## config.mk

```make
export PLATFORM = sky130hd
export DESIGN_NAME = mcd_visit_mem
export DESIGN_NICKNAME = d
export VERILOG_FILES = /design/src/rtl/mcd_pkg.sv /design/src/rtl/mcd_visit_mem.sv
export SDC_FILE = /design/constraint.sdc
export NUM_CORES = 2
export LEC_CHECK = 0
export BUFFER_PORTS_ARGS = -buffer_cell sky130_fd_sc_hd__buf_4
export CAP_MARGIN = 20
export CORE_MARGIN = 4
export CORE_UTILIZATION = 41
export CTS_CLUSTER_SIZE = 40
export DETAILED_ROUTE_END_ITERATION = 12
export SLEW_MARGIN = 30
export SYNTH_ARGS = -nofsm -noshare
export SYNTH_HDL_FRONTEND = slang
export SYNTH_SLANG_ARGS = --single-unit
```

## constraint.sdc

```tcl
create_clock -name clk_i -period 11.9 [get_ports clk_i]
set_input_delay 0.595 -clock clk_i [delete_from_list [all_inputs] [get_ports clk_i]]
set_output_delay 0.595 -clock clk_i [all_outputs]
set_load 0.02 [all_outputs]
```

## src/rtl/mcd_pkg.sv

```systemverilog
// ----------------------------------------------------------------------------
// mcd_pkg: shared types and constants of the maze carver
// Field widths, register indexes, direction codes and the result record.
// ----------------------------------------------------------------------------
package mcd_pkg;

  localparam int MAX_ROWS_DEF = 32;
  localparam int MAX_COLS_DEF = 32;

  localparam int CountW   = 6;
  localparam int CoordW   = 5;
  localparam int DirW     = 2;
  localparam int CfgIdxW  = 2;
  localparam int CfgDataW = 6;

  localparam logic [CountW-1:0] GRID_ROWS_RST = CountW'(20);
  localparam logic [CountW-1:0] GRID_COLS_RST = CountW'(20);
  localparam logic [CoordW-1:0] START_COL_RST = '0;
  localparam logic [CoordW-1:0] START_ROW_RST = '0;

  // direction of a draw, also the side of the cell that loses its wall
  localparam logic [DirW-1:0] DIR_UP    = 2'd0;
  localparam logic [DirW-1:0] DIR_RIGHT = 2'd1;
  localparam logic [DirW-1:0] DIR_DOWN  = 2'd2;
  localparam logic [DirW-1:0] DIR_LEFT  = 2'd3;

  typedef enum logic [CfgIdxW-1:0] {
    CFG_GRID_ROWS = 2'd0,
    CFG_GRID_COLS = 2'd1,
    CFG_START_COL = 2'd2,
    CFG_START_ROW = 2'd3
  } cfg_idx_e;

  typedef struct packed {
    logic [CountW-1:0] grid_rows;
    logic [CountW-1:0] grid_cols;
    logic [CoordW-1:0] start_col;
    logic [CoordW-1:0] start_row;
  } cfg_t;

  typedef struct packed {
    logic              carved;
    logic [CoordW-1:0] from_col;
    logic [CoordW-1:0] from_row;
    logic [DirW-1:0]   wall_side;
    logic              finished;
  } result_t;

endpackage

```

## src/rtl/mcd_visit_mem.sv

```systemverilog
// ----------------------------------------------------------------------------
// mcd_visit_mem: visited-cell store
// One word per grid row, one bit per column. Two registered read ports,
// one bit-set write port, and a row-by-row clearing pass after reset.
// ----------------------------------------------------------------------------
module mcd_visit_mem #(
  parameter int MAX_ROWS = mcd_pkg::MAX_ROWS_DEF,
  parameter int MAX_COLS = mcd_pkg::MAX_COLS_DEF
) (
  input  logic                        clk_i,
  input  logic                        rst_ni,
  input  logic                        rd_a_en_i,
  input  logic [$clog2(MAX_ROWS)-1:0] rd_a_row_i,
  output logic [MAX_COLS-1:0]         rd_a_data_o,
  input  logic                        rd_b_en_i,
  input  logic [$clog2(MAX_ROWS)-1:0] rd_b_row_i,
  output logic [MAX_COLS-1:0]         rd_b_data_o,
  input  logic                        wr_en_i,
  input  logic [$clog2(MAX_ROWS)-1:0] wr_row_i,
  input  logic [$clog2(MAX_COLS)-1:0] wr_col_i,
  output logic                        clear_busy_o
);

  localparam int RW = $clog2(MAX_ROWS);

  logic [MAX_COLS-1:0] mem_q [MAX_ROWS];
  logic [MAX_COLS-1:0] rd_a_q, rd_b_q;
  logic [RW-1:0]       clr_row_q, clr_row_d;
  logic                clr_busy_q, clr_busy_d;

  always_comb begin
    clr_row_d  = clr_row_q;
    clr_busy_d = clr_busy_q;
    if (clr_busy_q) begin
      clr_row_d = RW'(clr_row_q + RW'(1));
      if (clr_row_q == RW'(MAX_ROWS - 1)) begin
        clr_busy_d = 1'b0;
      end
    end
  end

  always_ff @(posedge clk_i or negedge rst_ni) begin
    if (!rst_ni) begin
      clr_row_q  <= '0;
      clr_busy_q <= 1'b1;
    end else begin
      clr_row_q  <= clr_row_d;
      clr_busy_q <= clr_busy_d;
    end
  end

  always_ff @(posedge clk_i) begin
    if (clr_busy_q) begin
      mem_q[clr_row_q] <= '0;
    end else if (wr_en_i) begin
      mem_q[wr_row_i][wr_col_i] <= 1'b1;
    end
    if (rd_a_en_i) begin
      rd_a_q <= mem_q[rd_a_row_i];
    end
    if (rd_b_en_i) begin
      rd_b_q <= mem_q[rd_b_row_i];
    end
  end

  assign rd_a_data_o  = rd_a_q;
  assign rd_b_data_o  = rd_b_q;
  assign clear_busy_o = clr_busy_q;

endmodule

```

# == After elaboration in Yosys (flattened, before gate mapping) ==
# Memories as Yosys holds them, arrays and structs flattened. A register that Yosys moved wholly into a read port is not among the register bits.
# Cells that the tools add are included.
# totals
out_inout_bits,65
mem_bits_rw,1024
inputBits,25
regBits,6
n_memories,1
# classes
n_mux,12
eq_ne,1
reduce_logical,2
addsub,1
n_lt_le_gt_ge,2
# mem_list
name,words,word_bits,rd,rd_clocked_by_memory_dff,wr,line_no,rtl
mem_q,32,32,2,2,1,mcd_visit_mem.sv:26,logic [MAX_COLS-1:0] mem_q [MAX_ROWS];
# ops
operator,count
$mux W32,3
$reduce_or A32 Y1,1
$mux W1,7
$lt A5 B6 Y1 const B,1
$add A5 B1 Y5 const B,1
$demux W1 S5,1
$eq A5 B5 Y1 const B,1
$ge A5 B1 Y1 const B,1
$mux W5,1
$logic_and A1 B1 Y1,1

# == Logic depth before layout (Yosys ltp) ==
# logic_depth
ltp_word,7
ltp_mapped,8

# == Worst setup path before layout ==
# No wires, ideal clock.
# synth_timing
kind,flip-flop to flip-flop
from,register clr_busy_q (netlist: clear_busy_o)
to,"memory mem_q[12][10] in the netlist's numbering, enable pin"
required_ns,11.600
setup_ns,0.300
stages_incl_launch_ff,9
arrival_time_ns,8.445
period_less_slack_ns,8.744
setup_slack_ns,3.156
cell_sequence,dfstp_2 > buf_2 > nand2b_4 > inv_2 > mux2i_1 > nor2_1 > nand2_2 > clkbuf_1 > nor2_1
# synth_via
elab_chain_len,4
elab_cells_between_ends,7
# synth_rtl
item,line_no,rtl
from (decl),mcd_visit_mem.sv:29,"logic clr_busy_q, clr_busy_d;"
from (signal assigned),mcd_visit_mem.sv:48,clr_busy_q <= clr_busy_d;
$mux W1,mcd_visit_mem.sv:53,if (clr_busy_q) begin
$mux W32 (not written as such),mcd_visit_mem.sv:56,mem_q[wr_row_i][wr_col_i] <= 1'b1;
$reduce_or A32 Y1 (no source line),-,
$mux W5 (no source line) / $mux W32 (equally long branches),-,
to (decl),mcd_visit_mem.sv:26,
# Several ways; a longest one is shown, not always the timed one.

# == Worst setup path after layout ==
# layout_timing
from,register clr_busy_q (netlist: clear_busy_o)
to,"memory mem_q[3][15] in the netlist's numbering, enable pin"
# Same word-level chain as after synthesis.

==> impl_results.md <==
* Cells after DPL at 6268
* R2R Setup Slk at 7.38 ns
* Max Fclk at 221 MHz
* Primary FF master, synth: edfxtp_1
* WP data arrival at 4.91 ns
* Largest net degree at the start of global routing at 275
* Number of synthesized register bits at 1094
* Maximum VDD drop at 0.122 mV
* Setup CP Type: register to register
* Post-Syn Area at 55700 µm²
* Vias after detailed routing at 39500
* Core area at 134000 µm²
* Asr flop ratio synth at 0.00548
* Sink Count at 1094
* Clk pin slew, worst setup/hold paths at 0.06 ns
* Area fraction of the dominant cell type after synthesis at 0.587
* CP max stage delay at 0.70 ns
* Worst skew pair latency at 0.71 ns
* Startpoint Class: register
* EDFF count, synth at 1088
* Synth area leader: edfxtp_1
* Final Hold Viols at 0
* Layout cells sized above 1 at 0.0958
* Die H at 377 µm
* Die X-Extent at 377 µm
* Syn Inst Count at 4760
* Pins Over Slew Limit at 0
* CP dominant cell by count: buf_4
* Worst-path fanout max at 225
* H-tree depth at 3
* Global-route wire length before repair at 258000 µm
* Grt peak-use layer: met2
* Initial antenna violation count at 12
* Pwr per Cell Area at 139 nW/µm²
* CP Capture Type: register
* Max Cap Viol at 0
* Fin crit share at 0.380
* Avg Cell Area, Syn at 11.7 µm²
* Initial DRC Count at 4368
* Met1 Use GR at 0.343
* Hold WC Path Type: input pin to asynchronous set/reset pin
* Req. time, crit path at 12.29 ns
* Routed WL at 179000 µm
* Finish-stage setup viols at 0
* Min Tclk post-route at 4.52 ns
* # rows at 134
* NumNets Final at 4654
* Outcome: complete, no violations
* Met3 GRT Util at 0.0395
* Drt wl/cell at 27.5 µm
* CTS tree: yes
* Clock buffer depth at 3
* Drt drc at 0
* Remaining antenna violation count at 0
* I/O Pins at 90
* Post-synth net total at 4787
* Setup TNS at 0 ns
* Met2 GRT Util at 0.386
* TritonCTS Buffers at 119
* Finished Layout Cells at 6506
* Rel. slew slack at 0.271
* FILL cells at 12300
* Global placement routability congestion at 0.774
* Vias in the first global route at 38600
* Cell variety after synth at 42
* Total congestion overflow at 0
* Most frequent cells in the layout: edfxtp_1 (1088), nor2_1 (1032), mux2i_1 (1027), nand2_1 (197), nand3_1 (194)
* Die area at 142000 µm²
* Initial Util at 0.415
* Detail Placement HPWL at 90300 µm
* CP max stage cell: and3_1
* YS warnings at 0
* Postcts setup bufs at 0
* Avg Vias per Cell at 6.07
* Most common cell after layout, fill and taps aside: edfxtp_1
* RSZ-0062 raised after global routing: false
* Final core occ at 0.460
* Transition time of the tightest slew-check pin at 1.09 ns
* GRT Util Overall at 0.244
* Synth area leaders: edfxtp_1 (59%), mux2i_1 (18%), nor2_1 (7.0%), a22oi_1 (2.6%), buf_2 (2.2%)
* Root Buffer: clkbuf_16
* Leakage at 21.6 nW
* Final Skew at 0.0249 ns
* Critical-path cell list: buf_4, nand2b_4, inv_12, buf_12, buf_16, and3_1, a21oi_2, buf_4, nor2_1
* Drt first pass iters at 5
* Register area share after synthesis at 0.589
* PortBufs at 89
* Syn-to-layout area delta at 10.7%
-- cell families after synthesis --
logic type | Yosys count | synth area share
and+or+nand+nor | 1561 | 0.114
AOI/OAI and AO/OA | 616 | 0.0744
DFF | 1094 | 0.589
muxes | 1030 | 0.185
adders and majority gates | 2 | 0.000449
xor gates and xnor gates | 3 | 0.000472
buffers and inverters | 454 | 0.0364
-- routing by layer --
layer	share of wire	vias to the layer above	routed length [µm]
met5	0.000073	-	13
met2	0.45	1767	81100
met4	0.034	2	6130
met3	0.091	330	16200
li1	-	17200	-
met1	0.42	20200	75500
-- layout make-up --
cell class,instances,area [µm²],area share
clock buffers,139,3070,0.0499
multi-input cells,3212,21100,0.343
flip-flops and latches,1094,32800,0.532
inverters,3,23.8,0.000386
clock inverters,85,612,0.00992
well taps,1768,2210,0.0359
repair buffers,197,1750,0.0284
diodes,8,20.0,0.000325
-- per-stage QoR --
step	hold WS [ns]	power, W	instance area (µm²)	setup WS, ns
6_report	0.413	0.00857	61600	7.38
5_1_grt	0.413	0.00881	61600	7.17
4_1_cts	0.329	0.00861	61500	7.45
3_5_place_dp	0.413	0.00509	57800	7.37
3_3_place_gp	0.410	0.00508	57700	6.99
2_1_floorplan	0.299	0.00483	55700	3.16
-- flip-flops by register name, summed over array words and instances, names as in the netlist --
name	count
clear_busy_o	1
rd_b_data_o	32
rd_a_data_o	32
clr_row_q	5
mem_q	1024
-- where the power goes --
part / internal [W] / total [W] / switching (W) / leakage, nW
logic: 0.000235 / 0.000742 / 0.000507 / 9.85
clock network: 0.00201 / 0.00355 / 0.00155 / 1.81
registers: 0.00427 / 0.00428 / 0.0000106 / 9.91
total: 0.00651 / 0.00857 / 0.00206 / 21.6
-- repair_timing --
item / CTS / global route
hold endpoints to repair: 6 / 0
hold buffers: 1 / 0
gates resized for setup: 0 / 0
-- synthesized netlist by cell type, drive strengths merged (7+ instances only) --
cell type and n:
nand2b 7, edfxtp 1088, a31oi 67, nor3 66, clkbuf 174, nor2 1038, nand2 231, nand3 194
a21oi 225, a22oi 192, a22o 128, buf 277, mux2i 1027
-- worst paths after layout --
check                                          from                       end  cells past startpoint
min in group clk_i                        rd_b_en_i  rd_b_data_o[1]$_DFFE_PP_                      1
max in group asynchronous                    rst_ni    clear_busy_o$_DFF_PN1_                      2
setup reg to reg             clear_busy_o$_DFF_PN1_    mem_q[3][15]$_DFFE_PP_                      9
hold / removal                               rst_ni  clr_row_q[0]$_DFFE_PN0P_                      2
setup / recovery             clear_busy_o$_DFF_PN1_    mem_q[3][15]$_DFFE_PP_                      9
hold reg to reg            clr_row_q[0]$_DFFE_PN0P_  clr_row_q[0]$_DFFE_PN0P_                      1
-- critical path: cells and delay by family (launching register included) --
kind	cells	cell delay, ns
buf+inv	5	2.03
simple gates	3	1.35
flops	1	0.36
compound gates	1	0.12
Power figures use the tool's default switching activity.
