===== src/rtl/mcd_pkg.sv =====
// ----------------------------------------------------------------------------
// mcd_pkg: shared types and constants of the maze carver
// Field widths, register indexes, direction codes and the result record.
// ----------------------------------------------------------------------------
package mcd_pkg;

  localparam int MAX_ROWS_DEF = 32;
  localparam int MAX_COLS_DEF = 32;

  localparam int CountW   = 6;
  localparam int CoordW   = 5;
  localparam int DirW     = 2;
  localparam int CfgIdxW  = 2;
  localparam int CfgDataW = 6;

  localparam logic [CountW-1:0] GRID_ROWS_RST = CountW'(20);
  localparam logic [CountW-1:0] GRID_COLS_RST = CountW'(20);
  localparam logic [CoordW-1:0] START_COL_RST = '0;
  localparam logic [CoordW-1:0] START_ROW_RST = '0;

  // direction of a draw, also the side of the cell that loses its wall
  localparam logic [DirW-1:0] DIR_UP    = 2'd0;
  localparam logic [DirW-1:0] DIR_RIGHT = 2'd1;
  localparam logic [DirW-1:0] DIR_DOWN  = 2'd2;
  localparam logic [DirW-1:0] DIR_LEFT  = 2'd3;

  typedef enum logic [CfgIdxW-1:0] {
    CFG_GRID_ROWS = 2'd0,
    CFG_GRID_COLS = 2'd1,
    CFG_START_COL = 2'd2,
    CFG_START_ROW = 2'd3
  } cfg_idx_e;

  typedef struct packed {
    logic [CountW-1:0] grid_rows;
    logic [CountW-1:0] grid_cols;
    logic [CoordW-1:0] start_col;
    logic [CoordW-1:0] start_row;
  } cfg_t;

  typedef struct packed {
    logic              carved;
    logic [CoordW-1:0] from_col;
    logic [CoordW-1:0] from_row;
    logic [DirW-1:0]   wall_side;
    logic              finished;
  } result_t;

endpackage


===== src/rtl/mcd_ctrl.sv =====
// ----------------------------------------------------------------------------
// mcd_ctrl: search sequencer of the maze carver
// Reads the three visited rows around a cell, derives its open neighbours,
// carves, pushes and pops, and hands one result per request.
// ----------------------------------------------------------------------------
module mcd_ctrl #(
  parameter int MAX_ROWS = mcd_pkg::MAX_ROWS_DEF,
  parameter int MAX_COLS = mcd_pkg::MAX_COLS_DEF
) (
  input  logic                                         clk_i,
  input  logic                                         rst_ni,
  input  mcd_pkg::cfg_t                                cfg_i,
  input  logic                                         in_valid_i,
  input  logic [mcd_pkg::DirW-1:0]                     in_dir_i,
  output logic                                         take_o,
  input  logic                                         out_free_i,
  output logic                                         res_valid_o,
  output mcd_pkg::result_t                             res_o,
  input  logic                                         clear_busy_i,
  output logic                                         vm_rd_a_en_o,
  output logic [$clog2(MAX_ROWS)-1:0]                  vm_rd_a_row_o,
  input  logic [MAX_COLS-1:0]                          vm_rd_a_data_i,
  output logic                                         vm_rd_b_en_o,
  output logic [$clog2(MAX_ROWS)-1:0]                  vm_rd_b_row_o,
  input  logic [MAX_COLS-1:0]                          vm_rd_b_data_i,
  output logic                                         vm_we_o,
  output logic [$clog2(MAX_ROWS)-1:0]                  vm_wr_row_o,
  output logic [$clog2(MAX_COLS)-1:0]                  vm_wr_col_o,
  output logic                                         stk_we_o,
  output logic [$clog2(MAX_ROWS*MAX_COLS)-1:0]         stk_waddr_o,
  output logic [$clog2(MAX_ROWS)+$clog2(MAX_COLS)-1:0] stk_wdata_o,
  output logic                                         stk_re_o,
  output logic [$clog2(MAX_ROWS*MAX_COLS)-1:0]         stk_raddr_o,
  input  logic [$clog2(MAX_ROWS)+$clog2(MAX_COLS)-1:0] stk_rdata_i
);

  localparam int RW       = $clog2(MAX_ROWS);
  localparam int CW       = $clog2(MAX_COLS);
  localparam int CellW    = RW + CW;
  localparam int CellN    = MAX_ROWS * MAX_COLS;
  localparam int SAW      = $clog2(CellN);
  localparam int LvlW     = $clog2(CellN + 1);
  localparam int RowCntW  = $clog2(MAX_ROWS + 1);
  localparam int ColCntW  = $clog2(MAX_COLS + 1);

  typedef enum logic [3:0] {
    ST_IDLE = 4'b0001,
    ST_RD2  = 4'b0010,
    ST_EVAL = 4'b0100,
    ST_LOAD = 4'b1000
  } state_e;

  // which cell is under evaluation
  typedef enum logic [1:0] {
    EV_FIRST = 2'd0,
    EV_TOP   = 2'd1,
    EV_NEW   = 2'd2
  } eval_e;

  state_e state_q, state_d;
  eval_e  kind_q, kind_d;

  logic [LvlW-1:0]          level_q, level_d;
  logic                     begun_q, begun_d;
  logic                     done_q, done_d;
  logic [mcd_pkg::DirW-1:0] dir_q, dir_d;
  logic [CellW-1:0]         cell_q, cell_d;
  logic [CellW-1:0]         top_q, top_d;
  logic [CellW-1:0]         prev_q, prev_d;
  logic [MAX_COLS-1:0]      up_q, up_d;

  logic [RowCntW-1:0] rows_eff;
  logic [ColCntW-1:0] cols_eff;
  logic [CellW-1:0]   start_cell;
  logic [CellW-1:0]   nb_cell;
  logic [3:0]         mask;

  function automatic logic [RW-1:0] row_up(input logic [RW-1:0] r);
    return (r == '0) ? r : RW'(r - RW'(1));
  endfunction

  function automatic logic [RW-1:0] row_dn(input logic [RW-1:0] r);
    return (r == RW'(MAX_ROWS - 1)) ? r : RW'(r + RW'(1));
  endfunction

  function automatic logic [CW-1:0] col_lf(input logic [CW-1:0] c);
    return (c == '0) ? c : CW'(c - CW'(1));
  endfunction

  function automatic logic [CW-1:0] col_rt(input logic [CW-1:0] c);
    return (c == CW'(MAX_COLS - 1)) ? c : CW'(c + CW'(1));
  endfunction

  function automatic logic [CellW-1:0] neighbour(input logic [CellW-1:0] pos,
                                                  input logic [mcd_pkg::DirW-1:0] dir);
    logic [RW-1:0] r;
    logic [CW-1:0] c;
    logic [CellW-1:0] n;
    r = pos[CellW-1:CW];
    c = pos[CW-1:0];
    case (dir)
      mcd_pkg::DIR_UP:    n = {row_up(r), c};
      mcd_pkg::DIR_RIGHT: n = {r, col_rt(c)};
      mcd_pkg::DIR_DOWN:  n = {row_dn(r), c};
      default:            n = {r, col_lf(c)};
    endcase
    return n;
  endfunction

  // open neighbours of a cell: inside the grid in force and not yet visited
  function automatic logic [3:0] open_mask(input logic [CellW-1:0] pos,
                                           input logic [MAX_COLS-1:0] up,
                                           input logic [MAX_COLS-1:0] mid,
                                           input logic [MAX_COLS-1:0] dn,
                                           input logic [RowCntW-1:0] rows,
                                           input logic [ColCntW-1:0] cols);
    logic [RW-1:0] r;
    logic [CW-1:0] c;
    logic          r_in, c_in;
    logic [3:0]    m;
    r    = pos[CellW-1:CW];
    c    = pos[CW-1:0];
    r_in = RowCntW'(r) < rows;
    c_in = ColCntW'(c) < cols;
    m[mcd_pkg::DIR_UP]    = (r != '0) && (RowCntW'(r) - RowCntW'(1) < rows) && c_in
                            && !up[c];
    m[mcd_pkg::DIR_RIGHT] = r_in && (ColCntW'(c) + ColCntW'(1) < cols) && !mid[col_rt(c)];
    m[mcd_pkg::DIR_DOWN]  = (RowCntW'(r) + RowCntW'(1) < rows) && c_in && !dn[c];
    m[mcd_pkg::DIR_LEFT]  = (c != '0) && r_in && (ColCntW'(c) - ColCntW'(1) < cols)
                            && !mid[col_lf(c)];
    return m;
  endfunction

  // effective grid size and clamped start cell
  always_comb begin
    if (cfg_i.grid_rows == '0) begin
      rows_eff = RowCntW'(1);
    end else if (32'(cfg_i.grid_rows) > MAX_ROWS) begin
      rows_eff = RowCntW'(MAX_ROWS);
    end else begin
      rows_eff = RowCntW'(cfg_i.grid_rows);
    end
    if (cfg_i.grid_cols == '0) begin
      cols_eff = ColCntW'(1);
    end else if (32'(cfg_i.grid_cols) > MAX_COLS) begin
      cols_eff = ColCntW'(MAX_COLS);
    end else begin
      cols_eff = ColCntW'(cfg_i.grid_cols);
    end
    start_cell[CellW-1:CW] = (32'(cfg_i.start_row) < 32'(rows_eff)) ?
                             RW'(cfg_i.start_row) : RW'(rows_eff - RowCntW'(1));
    start_cell[CW-1:0]     = (32'(cfg_i.start_col) < 32'(cols_eff)) ?
                             CW'(cfg_i.start_col) : CW'(cols_eff - ColCntW'(1));
  end

  assign mask    = open_mask(cell_q, up_q, vm_rd_a_data_i, vm_rd_b_data_i, rows_eff, cols_eff);
  assign nb_cell = neighbour(cell_q, dir_q);

  always_comb begin
    state_d = state_q;
    kind_d  = kind_q;
    level_d = level_q;
    begun_d = begun_q;
    done_d  = done_q;
    dir_d   = dir_q;
    cell_d  = cell_q;
    top_d   = top_q;
    prev_d  = prev_q;
    up_d    = up_q;

    take_o        = 1'b0;
    res_valid_o   = 1'b0;
    res_o         = '0;
    vm_rd_a_en_o  = 1'b0;
    vm_rd_a_row_o = '0;
    vm_rd_b_en_o  = 1'b0;
    vm_rd_b_row_o = '0;
    vm_we_o       = 1'b0;
    vm_wr_row_o   = nb_cell[CellW-1:CW];
    vm_wr_col_o   = nb_cell[CW-1:0];
    stk_we_o      = 1'b0;
    stk_waddr_o   = level_q[SAW-1:0];
    stk_wdata_o   = nb_cell;
    stk_re_o      = 1'b0;
    stk_raddr_o   = SAW'(level_q - LvlW'(2));

    case (state_q)
      ST_IDLE: begin
        if (in_valid_i && out_free_i && !clear_busy_i) begin
          take_o = 1'b1;
          dir_d  = in_dir_i;
          if (done_q) begin
            res_valid_o    = 1'b1;
            res_o.finished = 1'b1;
          end else if (!begun_q) begin
            begun_d       = 1'b1;
            vm_we_o       = 1'b1;
            vm_wr_row_o   = start_cell[CellW-1:CW];
            vm_wr_col_o   = start_cell[CW-1:0];
            stk_we_o      = 1'b1;
            stk_wdata_o   = start_cell;
            level_d       = LvlW'(level_q + LvlW'(1));
            top_d         = start_cell;
            cell_d        = start_cell;
            vm_rd_a_en_o  = 1'b1;
            vm_rd_a_row_o = row_up(start_cell[CellW-1:CW]);
            vm_rd_b_en_o  = 1'b1;
            vm_rd_b_row_o = row_dn(start_cell[CellW-1:CW]);
            kind_d        = EV_FIRST;
            state_d       = ST_RD2;
          end else begin
            cell_d        = top_q;
            vm_rd_a_en_o  = 1'b1;
            vm_rd_a_row_o = row_up(top_q[CellW-1:CW]);
            vm_rd_b_en_o  = 1'b1;
            vm_rd_b_row_o = row_dn(top_q[CellW-1:CW]);
            kind_d        = EV_TOP;
            state_d       = ST_RD2;
          end
        end
      end

      ST_RD2: begin
        // the row above is back; fetch the cell's own row
        up_d          = vm_rd_a_data_i;
        vm_rd_a_en_o  = 1'b1;
        vm_rd_a_row_o = cell_q[CellW-1:CW];
        state_d       = ST_EVAL;
      end

      ST_EVAL: begin
        case (kind_q)
          EV_FIRST: begin
            res_valid_o = 1'b1;
            state_d     = ST_IDLE;
            if (mask == '0) begin
              level_d        = LvlW'(level_q - LvlW'(1));
              done_d         = 1'b1;
              res_o.finished = 1'b1;
            end
          end
          EV_TOP: begin
            if (mask == '0) begin
              res_valid_o = 1'b1;
              level_d     = LvlW'(level_q - LvlW'(1));
              if (level_q == LvlW'(1)) begin
                done_d         = 1'b1;
                res_o.finished = 1'b1;
                state_d        = ST_IDLE;
              end else begin
                // fetch the cell below the popped one
                stk_re_o = 1'b1;
                state_d  = ST_LOAD;
              end
            end else if (mask[dir_q]) begin
              vm_we_o       = 1'b1;
              stk_we_o      = 1'b1;
              level_d       = LvlW'(level_q + LvlW'(1));
              prev_d        = top_q;
              top_d         = nb_cell;
              cell_d        = nb_cell;
              vm_rd_a_en_o  = 1'b1;
              vm_rd_a_row_o = row_up(nb_cell[CellW-1:CW]);
              vm_rd_b_en_o  = 1'b1;
              vm_rd_b_row_o = row_dn(nb_cell[CellW-1:CW]);
              kind_d        = EV_NEW;
              state_d       = ST_RD2;
            end else begin
              res_valid_o = 1'b1;
              state_d     = ST_IDLE;
            end
          end
          EV_NEW: begin
            res_valid_o     = 1'b1;
            res_o.carved    = 1'b1;
            res_o.from_col  = mcd_pkg::CoordW'(prev_q[CW-1:0]);
            res_o.from_row  = mcd_pkg::CoordW'(prev_q[CellW-1:CW]);
            res_o.wall_side = dir_q;
            state_d         = ST_IDLE;
            // dead end: drop back to the cell it was carved from
            if (mask == '0) begin
              level_d = LvlW'(level_q - LvlW'(1));
              top_d   = prev_q;
            end
          end
          default: begin
            state_d = ST_IDLE;
          end
        endcase
      end

      ST_LOAD: begin
        top_d   = stk_rdata_i;
        state_d = ST_IDLE;
      end

      default: begin
        state_d = ST_IDLE;
      end
    endcase
  end

  always_ff @(posedge clk_i or negedge rst_ni) begin
    if (!rst_ni) begin
      state_q <= ST_IDLE;
      kind_q  <= EV_FIRST;
      level_q <= '0;
      begun_q <= 1'b0;
      done_q  <= 1'b0;
    end else begin
      state_q <= state_d;
      kind_q  <= kind_d;
      level_q <= level_d;
      begun_q <= begun_d;
      done_q  <= done_d;
    end
  end

  always_ff @(posedge clk_i) begin
    dir_q  <= dir_d;
    cell_q <= cell_d;
    top_q  <= top_d;
    prev_q <= prev_d;
    up_q   <= up_d;
  end

endmodule


===== config.mk =====
export PLATFORM = sky130hd
export DESIGN_NAME = mcd_ctrl
export DESIGN_NICKNAME = d
export VERILOG_FILES = /design/src/rtl/mcd_pkg.sv /design/src/rtl/mcd_ctrl.sv
export SDC_FILE = /design/constraint.sdc
export NUM_CORES = 1
export LEC_CHECK = 0
export BUFFER_PORTS_ARGS = -buffer_cell sky130_fd_sc_hd__buf_2
export CAP_MARGIN = 30
export CORE_MARGIN = 2
export CORE_UTILIZATION = 55
export CTS_BUF_LIST = sky130_fd_sc_hd__clkbuf_16
export DETAILED_ROUTE_END_ITERATION = 8
export PLACE_DENSITY = 0.84
export RECOVER_POWER = 25
export SLEW_MARGIN = 20
export SYNTH_ARGS = -nofsm -noshare
export SYNTH_HDL_FRONTEND = slang
export SYNTH_SLANG_ARGS = --single-unit
export TNS_END_PERCENT = 100

===== constraint.sdc =====
create_clock -name clk_i -period 8.8 [get_ports clk_i]
set_input_delay 0.44 -clock clk_i [delete_from_list [all_inputs] [get_ports clk_i]]
set_output_delay 0.44 -clock clk_i [all_outputs]
set_load 0.01 [all_outputs]

* Yosys cells after proc, flatten, opt, wreduce, memory -nomap -nowiden
Cells that the tools add are included.
** Word-level totals
- Latch bits :: 0
- Logic and storage cells :: 235
- Register bits after elaboration :: 83
- Memories kept :: 0
- Bits of input ports :: 103
- Memory bits (writable) :: 0
- Bits in read-only memories :: 0
- Output and inout bits :: 71
** Cells by class
- Bitwise gates (word level) :: 2
- Reduce and logical (&&, ||, !) cells :: 41
- Multiplexer cells :: 119
- Add/subtract/negate cells :: 19
- Div/mod/pow operators :: 0
- Shifts and indexed selects :: 0
- Equality and inequality tests :: 30
- $lt $le $gt $ge :: 14
- Multiply operators :: 0
** Operators with widths (number)
- $mux W5 :: 32
- $mux W10 :: 11
- $mux W11 :: 6
- $pmux W10 S3 :: 2
- $pmux W11 S2 :: 2
- $pmux W10 S2 :: 2
- $sub A5 B1 Y5 const B :: 7
- $mux W1 :: 30
- $mux W13 :: 2
- $add A5 B1 Y5 const B :: 5
- $eq A5 B5 Y1 const B :: 5
- $logic_not A5 Y1 :: 5
- $lt A5 B6 Y1 :: 4
- $lt A6 B6 Y1 :: 4
- $mux W6 :: 4
- $bmux W1 S5 :: 4
- $mux W4 :: 5
- $lt A5 B6 Y1 const B :: 3
- $ne A2 B2 Y1 const B :: 8
- $pmux W5 S3 :: 1
- $pmux W1 S2 :: 7
- $reduce_and A7 Y1 :: 2
- $add A5 B1 Y6 const B :: 2
- $gt A6 B6 Y1 const B :: 2
- 38 further kinds :: 70

* Logic depth before layout (Yosys ltp)
- Depth after elaboration :: 13
- Gate-level depth with buffers :: 20
- Depth with buffers taken out :: 15

* Least setup slack after synthesis
No wires, ideal clock.
- Kind :: reg2out
- Start point :: register state_q[3]
- End point :: output vm_rd_a_row_o[0]
- Setup slack :: 3374 ps
- Buffers on the path :: 0
- Stages on the path, launching flop included :: 4
- Arrival time :: 4986 ps
- Path through :: dfrtp_1 nor4b_1 a22oi_1 o21ai_0
** Between the ends
- Cells in the longest elaborated chain, start to end :: 2
- Elaborated cells on any way between the ends :: 4
- Those cells by class :: eq/ne (3); mux (1)
** RTL lines
- start, declared :: RTL line mcd_ctrl.sv:60 : state_e state_q, state_d;
- start signal, assigned :: RTL line mcd_ctrl.sv:311 : state_q <= state_d;
- $eq A4 B3 Y1 (tied with other cells) :: RTL line mcd_ctrl.sv:187 : case (state_q)
- $pmux W5 S3 * :: RTL line mcd_ctrl.sv:187
- end, declared :: RTL line mcd_ctrl.sv:21 : output logic [$clog2(MAX_ROWS)-1:0] vm_rd_a_row_o,
Mark *: on every way between the ends. The rest lies on a longest branch, timed or not.

* Final worst setup path
- Start point :: register cell_q[0]
- End point :: output vm_rd_a_row_o[3]
** Between the ends
- Cells in the longest elaborated chain, start to end :: 12
- Elaborated cells on any way between the ends :: 40
- Those cells by class :: add/sub (4); order compare (3); eq/ne (1); mux (16); reduce/logical (16)
** RTL lines
- start, declared :: RTL line mcd_ctrl.sv:67 : logic [CellW-1:0] cell_q, cell_d;
- start signal, assigned :: RTL line mcd_ctrl.sv:321 : cell_q <= cell_d;
- $add A5 B1 Y5 (tied with other cells) :: RTL line mcd_ctrl.sv:91 : return (c == CW'(MAX_COLS - 1)) ? c : CW'(c + CW'(1));
- $mux W5 (on tied branches) :: RTL line mcd_ctrl.sv:91, mcd_ctrl.sv:87
- $bmux W1 S5 (on tied branches) :: RTL line mcd_ctrl.sv:127, mcd_ctrl.sv:130
- $mux W1 (on tied branches) :: RTL line mcd_ctrl.sv:127, mcd_ctrl.sv:130
- $logic_not A1 Y1 (on tied branches) :: RTL line mcd_ctrl.sv:127, mcd_ctrl.sv:130
- $logic_and A1 B1 Y1 (on tied branches) :: RTL line mcd_ctrl.sv:127, mcd_ctrl.sv:130
- $bmux W1 S2 :: RTL line mcd_ctrl.sv:255 : end else if (mask[dir_q]) begin
- $mux W1 (not written as such) :: RTL line mcd_ctrl.sv:255
- $mux W5 :: RTL line mcd_ctrl.sv:255
- $mux W5 * :: RTL line mcd_ctrl.sv:243 : if (mask == '0) begin
- $mux W5 * :: RTL line mcd_ctrl.sv:232 : case (kind_q)
- $pmux W5 S3 * :: RTL line mcd_ctrl.sv:187
Mark *: on every way between the ends. The rest lies on a longest branch, timed or not. The select of a mux whose other input is x is not followed.

==> run summary <==
fin. max-slew vios -> 0
Max-Cap Viols -> 0
Synth cell types -> 89
port bufs -> 173
Final HPWL DP -> 17710 µm
RePlAce Congestion -> 0.9439
worst slew pin tran -> 1.093 ns
per-cell routed wire length -> 19.05 µm
layout net count -> 1209
Die Y -> 127.8 µm
Synth-to-Final Area Change -> 11.71%
Final Hold Viols -> 0
maximum vdd drop -> 0.1181 mV
relative slew slack -> 0.2711
vias in the first global route -> 7260
clock transition at the registers of the reported paths -> 0.07 ns
setup violators final -> 0
critical path arrival -> 5.14 ns
CTS Sinks -> 83
first-pass GRT wire length -> 37280 µm
post-cts resize count -> 0
Post-CTS Setup Bufs -> 0
remaining global-route overflow -> 0
register area share after synthesis -> 0.2845
largest net degree at the start of global routing -> 58
clk_skew -> 0.01348 ns
unrepaired setup endpoints after global routing -> no
# H-tree levels -> 3
post-route design area -> 9418 µm²
Cells after Synth -> 933
Antenna Violating Nets Remaining -> 0
share of layout cells above drive strength 1 -> 0.2123
final WL -> 23680 µm
most frequent cell after synthesis -> nand2_1
Design Power -> 1.467 mW
CTS tree -> yes
Setup CP Type -> flop to primary output
worst flop-to-flop path startpoint -> cell_q[0]
die area -> 16330 µm²
PwrDens -> 155.8 nW/µm²
drt drc -> 0
status -> completed
Pleak -> 4.140 nW
Worst Path Max Fanout -> 57
Die W -> 127.8 µm
cts-stage hold buffer count -> 0
Starting DRT DRC Count -> 855
DR pass1 iterations -> 6
antenna cell count -> 0
Num CTS Buffers -> 9
Synth area leaders -> edfxtp_1 23%, ha_1 8.3%, mux2i_1 6.8%
number of synthesized flops with an enable pin -> 64
Worst Path Required -> 8.36 ns
Clock Tree Buf Depth -> 2
number of synthesized register bits -> 83
Setup crit end kind -> primary output
Post-synth top flop -> edfxtp_1
Root Buffer -> clkbuf_16
row cnt -> 45
Initial Utilization -> 0.5587
top cell type's share of synthesized area -> 0.2280
commonest cells in the netlist -> 75 x nand2_1, 69 x nor2_1, 64 x edfxtp_1
Placed Area -> 9160 µm²
Post-Syn Nets -> 1092
R2R depth -> 13
vias per inst -> 6.389
crit start category -> flop
ys async rst share -> 0.2289
via count -> 7941
Post-Syn Area -> 8431 µm²
Period minus WS final -> 5.578 ns
Hold WC Path Type -> input port to async pin
Mean Syn Cell Area -> 9.036 µm²
final cycle utilization of the critical path -> 0.6339
Max Fclk -> 0.1793 GHz
total track usage -> 0.2856
worst skew pair latency -> 0.35 ns
Ys Warns -> 0
Reg2Reg Setup Slack -> 3.76 ns
Worst R2R End -> top_q[6]
Fin Setup TNS -> 0 ns
initial antenna violation count -> 0
Critical path origin -> cell_q[0]
CP endpoint -> vm_rd_a_row_o[3]
Core Area -> 15090 µm²
io pins -> 174
Synth area leader -> edfxtp_1
[placed cells by master (no fill, tap or decap), types with 7 or more instances in the layout]
cell	Yosys	final
clkbuf_1	28	35
buf_2	9	138
buf_4	30	14
a221o_1	11	11
o211ai_1	11	11
dfrtp_1	18	18
edfxtp_1	64	64
xnor2_1	29	29
or2_2	8	8
inv_1	33	34
and2_1	18	18
nand4_1	15	15
a31oi_1	7	7
nand3b_1	7	7
xor2_1	19	19
nor2_1	69	69
a21oi_1	46	46
nand2b_1	11	11
a21o_1	7	7
nor3_1	25	25
mux4_2	13	13
mux2i_1	57	57
a21oi_2	8	8
o21ai_0	50	50
ha_1	56	56
a22oi_1	11	11
nand3_1	30	30
a211oi_1	20	20
clkbuf_16	0	9
nand2_1	75	75
[report_power, final]
part	leakage, nW	internal, mW	switching (mW)	total (mW)
Sequential	0.823	0.460	0.0508	0.511
Combinational	3.17	0.237	0.343	0.580
Clock	0.149	0.219	0.157	0.376
[state kept, by name, indices dropped and copies added, names as in the netlist]
register	cells
dir_q	2
prev_q	10
kind_q	2
up_q	32
state_q	4
top_q	10
cell_q	10
level_q	11
begun_q	1
done_q	1
[metal layers]
metal / up-vias / track usage / wire, µm
met5: - / 0 / 0
met4: 0 / 0.09308 / 595
met3: 59 / 0.04382 / 1974
met2: 401 / 0.4772 / 11150
met1: 3761 / 0.3816 / 9955
li1: 3720 / - / -
[through the flow]
step,util,hold WS (ns),worst slack [ns],std cells
global route,0.6241,0.3435,2.886,1243
finish,0.6241,0.2744,3.222,1243
floorplan,-,0.1444,3.374,933
global placement,0.6066,0.4094,3.789,1225
CTS,0.6265,0.04725,3.291,1242
detailed placement,0.6070,0.4092,3.712,1226
[cell families (layout without fill, tap and decap cells)]
kind of cell,after synthesis,in the layout,share of synthesized area
buffers and inverters,118,240,0.07480
DFF,83,83,0.2845
AOI/OAI and AO/OA,238,238,0.1962
and+or+nand+nor,310,310,0.1912
xor gates and xnor gates,49,49,0.05180
muxes,79,79,0.1184
adders and majority gates,56,56,0.08311
[worst min-delay path by stage]
stage	depth (start not counted)	slack, ns	end	startpoint
detailed placement	1	0.41	level_q[1]	rst_ni
floorplan	0	0.14	begun_q	rst_ni
CTS	1	0.05	level_q[0]	rst_ni
global route	1	0.34	dir_q[0]	in_dir_i[0]
finish	1	0.27	level_q[10]	rst_ni
global placement	1	0.41	state_q[3]	rst_ni
[critical path: stages (launching register included)]
cell	delay, ns
edfxtp_1	0.32
buf_4	0.57
inv_2	0.29
ha_1	0.37
buf_4	0.43
mux2_2	0.40
a222oi_1	0.37
o211ai_1	0.16
o211a_1	0.16
a21oi_1	0.23
o211ai_1	0.16
a311oi_2	0.37
and2_1	0.17
buf_4	0.29
and2b_1	0.20
a211o_1	0.13
buf_2	0.12
[final cells by class]
| cell class | instances | area [µm²] |
|---|---|---|
| Timing Repair Buffer | 188 | 934.6 |
| Clock buffer | 9 | 225.2 |
| Clock inverter | 7 | 68.82 |
| Inverter | 36 | 135.1 |
| Tap cell | 188 | 235.2 |
| Fill cell | 1310 | 5672 |
| Multi-Input combinational cell | 732 | 5420 |
| Sequential cell | 83 | 2399 |
(Power assumes the default switching activity.)
